`config.mk`:
```
export PLATFORM = sky130hd
export DESIGN_NAME = lsfr_div
export DESIGN_NICKNAME = d
export VERILOG_FILES = /design/src/rtl/core/lsfr_pkg.sv /design/src/rtl/core/lsfr_div.sv
export SDC_FILE = /design/constraint.sdc
export NUM_CORES = 2
export LEC_CHECK = 0
export BUFFER_PORTS_ARGS = -buffer_cell sky130_fd_sc_hd__buf_2
export CAP_MARGIN = 20
export CORE_UTILIZATION = 65
export DETAILED_ROUTE_END_ITERATION = 6
export HOLD_SLACK_MARGIN = 0.03
export MAX_ROUTING_LAYER = met4
export PLACE_DENSITY = 0.81
export SYNTH_ARGS = -nofsm -noshare
export SYNTH_HDL_FRONTEND = slang
export SYNTH_SLANG_ARGS = --single-unit
```
`constraint.sdc`:
```
create_clock -name clk -period 7.3 [get_ports clk]
set_input_delay 1.46 -clock clk [delete_from_list [all_inputs] [get_ports clk]]
set_output_delay 1.46 -clock clk [all_outputs]
set_load 0.05 [all_outputs]
```
`src/rtl/core/lsfr_pkg.sv`:
```
// ----------------------------------------------------------------------------
// lsfr_pkg
// Shared types and constants for the limited-slope face reconstruction pipe.
// ----------------------------------------------------------------------------
package lsfr_pkg;

  localparam int QW       = 32;           // quotient / slope width, unsigned Q16.16
  localparam int MW       = 33;           // difference magnitude width
  localparam int FRAC     = 16;
  localparam int DIV_STGS = QW;           // one quotient bit per stage
  localparam int DIV_LAT  = DIV_STGS + 1; // entry stage plus bit stages

  localparam logic [QW-1:0] SMAX = '1;

  // per-item data that rides along with the dividers
  typedef struct packed {
    logic               active;    // both neighbours, same-sign nonzero differences
    logic               neg;       // slope sign
    logic               sum_zero;  // both extended volumes zero
    logic signed [31:0] phi;
    logic [30:0]        near_m;
    logic [30:0]        near_p;
    logic [30:0]        swept_m;
    logic [30:0]        swept_p;
  } side_t;

  typedef struct packed {
    logic [QW-1:0] sn;
    logic [QW-1:0] sp;
    logic [QW-1:0] rn;
    logic [QW-1:0] rp;
    logic [QW-1:0] wn;
  } quo_t;

endpackage

```
`src/rtl/core/lsfr_div.sv`:
```
// ----------------------------------------------------------------------------
// lsfr_div
// Pipelined restoring divider: floor(num * 2^16 / den), saturated to 32 bits.
// ----------------------------------------------------------------------------
module lsfr_div import lsfr_pkg::*; (
  input  logic          clk,
  input  logic          en,
  input  logic [MW-1:0] num_i,
  input  logic [MW-1:0] den_i,
  output logic [QW-1:0] quo_o
);

  localparam int RW = MW + FRAC;      // dividend width
  localparam int SW = MW + QW;        // shifted divisor width

  logic [RW-1:0] rem_r [0:DIV_STGS];
  logic [MW-1:0] den_r [0:DIV_STGS];
  logic [QW-1:0] q_r   [0:DIV_STGS];
  logic          sat_r [0:DIV_STGS];

  // quotient overflows (or den is zero) when num*2^16 >= den*2^32
  always_ff @(posedge clk) begin
    if (en) begin
      rem_r[0] <= {num_i, {FRAC{1'b0}}};
      den_r[0] <= den_i;
      q_r[0]   <= '0;
      sat_r[0] <= (den_i == '0) ||
                  ({{(SW-RW){1'b0}}, num_i, {FRAC{1'b0}}} >= {den_i, {QW{1'b0}}});
    end
  end

  for (genvar k = 1; k <= DIV_STGS; k++) begin : g_stg
    localparam int B = DIV_STGS - k;
    logic [SW-1:0] sub;
    logic          ge;

    assign sub = {{QW{1'b0}}, den_r[k-1]} << B;
    assign ge  = {{(SW-RW){1'b0}}, rem_r[k-1]} >= sub;

    always_ff @(posedge clk) begin
      if (en) begin
        rem_r[k] <= ge ? (rem_r[k-1] - sub[RW-1:0]) : rem_r[k-1];
        den_r[k] <= den_r[k-1];
        q_r[k]   <= q_r[k-1] | (ge ? (QW'(1) << B) : '0);
        sat_r[k] <= sat_r[k-1];
      end
    end
  end

  assign quo_o = sat_r[DIV_STGS] ? SMAX : q_r[DIV_STGS];

endmodule

```
==> flow_summary.yaml <==
floorplanning:
  rows: 173
  core_area_mm2: 0.222
  start_util: 0.655
  die_y_um: 475
  pin_count: 100
  fp.dieW_um: 475
  die_area_mm2: 0.226
timing:
  setup_viol: 0
  tightest_slew_ps: 1050
  skew_ps: 102
  max_freq_ghz: 0.211
  drv_slew: 0
  whs_ps: 384
  fin_crit_ps: 4730
  hold_viol: 0
  relSlewSlack: 0.293
  fin_tns_setup_ps: 0
  grt_setup_unrepaired: "no"
  final.period_utilization: 0.648
synthesis:
  synth_cells: 12327
  synth_top_area_share: 0.576
  ys_seq_area_frac: 0.576
  synth-edff-count: 2793
  ys_ff_latch: 2793
  synth_area_leaders: "edfxtp_1 58%, ha_1 8.2%, o21ai_0 3.1%, a21oi_1 3.1%, inv_1 3.1%"
  yosys.area.top_type: "edfxtp_1"
  syn_area_per_cell_um2: 11.8
  async_flop_share: 0
  syn_area_mm2: 0.146
  ys_types: 110
  synth_nets: 13378
  yosysWarningCount: 0
  ys.flop_type: "edfxtp_1"
routing:
  avgRoutedWirePerCell_um: 21.6
  drc: 5
  drt_wl_total_mm: 340
  drt_iter0_drc: 10133
  via_count: 97385
  first_pass_iters: 7
  detail_route.vias_per_cell: 6.17
  drtAntennaViolNets: 0
clocking:
  clkTransAtPathRegs_ps: 60
  cts_resized: 0
  cts_tree: "done"
  htreeDepth: 5
  cts-hold-fix-buffers: 0
  cts.path.max_buffers: 4
  numCtsBuffers: 308
  clock_latency_ps: 980
  cts_sinks: 2793
  post_cts_buffers: 0
  cts_root_buffer: "clkbuf_16"
run:
  cap_violations: 0
cells_and_area:
  final_util: 0.719
  area_growth_pct: 9.78
  drive_gt1_frac: 0.0806
  fin_cells: 15779
  fin_nets: 13631
setup_path:
  cp_max_fo: 36
  startpoint_type: "register"
  ff2ff_setup_slack_ps: 2570
  worstPathRequired_ps: 7950
  path_cells: "fa_1 > a211oi_1 > o21ai_0 > a21oi_1 > o31ai_1 > a31oi_1 > o211ai_2 > o211ai_1 > a21oi_2 > a31oi_4 > buf_4 > mux2_2"
  crit_buf_inv: 1
  critical_path.endpoint_type: "register"
  arrival_ps: 5380
  worstSetupPathType: "reg -> reg"
  slowest_delay_ps: 740
  path_delay_family: "compound AO/OA/AOI/OAI gates"
  critical-path-slowest-cell: "a31oi_4"
status:
  violations: "design-rule violations"
  outcome: "finished with violations"
place:
  dp.final_hpwl_mm: 247
  placed_cells: 15243
  gp_congestion: 0.988
  port_buffers: 99
power:
  totalPowerFinal_mw: 55.2
  worst_ir_drop_vdd_mv: 0.273
  power_density_mw_per_mm2: 345
  p_leak_nw: 63.8
global_routing:
  grt_pass1_wl_mm: 526
  track_usage: 0.307
  grt_max_degree: 168
  antenna_found_initial: 10
  gr-total-overflow: 0
  grt_pass1_vias: 93697
worst_hold_path:
  hold_class: "reg -> reg"
==> synthesized netlist by cell type (121+ instances only) <==
cell type	n
nor2b_1	141
ha_1	952
edfxtp_1	2793
nand4_1	156
nand2b_1	133
clkbuf_1	176
nor4_1	121
xnor2_1	484
nand3_1	201
nor2_1	611
a21o_1	437
a21oi_1	903
o21ai_0	916
mux2_2	248
inv_1	1198
nand2_1	970
xor2_1	365
nor3_1	158
==> worst paths after layout <==
| kind | startpoint | to | cells after the start |
|---|---|---|---|
| worst max register to register | rem_r[0][1088] | rem_r[0][1137] | 12 |
| worst min register to register | q_r[1][270] | q_r[1][302] | 0 |
| worst min-delay path | q_r[1][270] | q_r[1][302] | 0 |
| worst max-delay path | rem_r[0][1088] | rem_r[0][1137] | 12 |
==> per-layer routing <==
metal	GRT usage	vias up	routed length (um)
li1	-	45862	-
met1	0.419	46960	148000
met2	0.470	3749	156000
met3	0.0432	814	22900
met4	0.114	0	13400
met5	-	-	0
==> metrics by stage <==
step	instance area, um2	setup slack [ps]
after floorplan	146000	3720
after global placement	150000	2750
after detailed placement	150000	2620
after CTS	160000	2590
after global routing	160000	2270
final	160000	2570
==> logic make-up (layout without fill, tap and decap cells) <==
kind of cell	count (synthesis)	count (layout)	share of synthesized area
flip-flops	2793	2793	0.576
AND/OR/NAND/NOR	2895	2895	0.0967
buffers and inverters	1443	1913	0.0379
multiplexers	274	274	0.0210
adder cells (fa/ha/maj)	983	983	0.0861
XOR/XNOR	849	849	0.0511
other	0	7	0
AO/OA/AOI/OAI	3090	3090	0.131
==> layout by cell type (no fill, tap or decap), types with 40 or more instances in the layout <==
master     instances
nor2_1           610
xor2_1           365
nand3_1          201
a31oi_1           75
clkbuf_1          49
xnor2_1          484
a21oi_1          900
nor3_1           158
o21a_1           107
nand4_1          156
a21o_1           437
a211oi_1          81
o21ai_0          916
buf_4             72
buf_2             98
o31ai_1           67
or2_2             80
nand2_1          970
nor4_1           120
bufinv_16         42
o21bai_1         113
clkbuf_16        311
edfxtp_1        2793
ha_1             952
and2_1            50
clkinv_1          48
inv_1           1198
nor2b_1          141
nand2b_1         133
or3_1             46
o211ai_1          40
mux2_2           248
and3_1            74
==> cell type report <==
cell class / count / area, um2
sequential: 2793 / 83900
timing repair buffer: 186 / 1340
tap: 2975 / 3720
clock buffer: 360 / 7970
antenna: 7 / 17.5
inverter: 1200 / 4500
fill: 14972 / 62500
multi-input combinational: 8091 / 56400
clock inverter: 167 / 2020
==> worst register-to-register path, stage by stage, from the launching register on <==
cell	delay (ps)
edfxtp_1	450
fa_1	540
a211oi_1	270
o21ai_0	120
a21oi_1	210
o31ai_1	140
a31oi_1	430
o211ai_2	220
o211ai_1	340
a21oi_2	150
a31oi_4	740
buf_4	470
mux2_2	390
==> report_power, final <==
group          internal, mW  switching (mW)  total, mW
Sequential             21.1            1.86       22.9
Clock                  9.29            6.28       15.6
Combinational          6.89            9.81       16.7
Total                  37.3            17.9       55.2
==> sequential cells by signal, summed over array words and instances (netlist names) <==
| signal | flops |
|---|---|
| den_r | 1056 |
| q_r | 528 |
| sat_r | 33 |
| rem_r | 1176 |
Note: power is estimated with default switching activity, not from simulation.
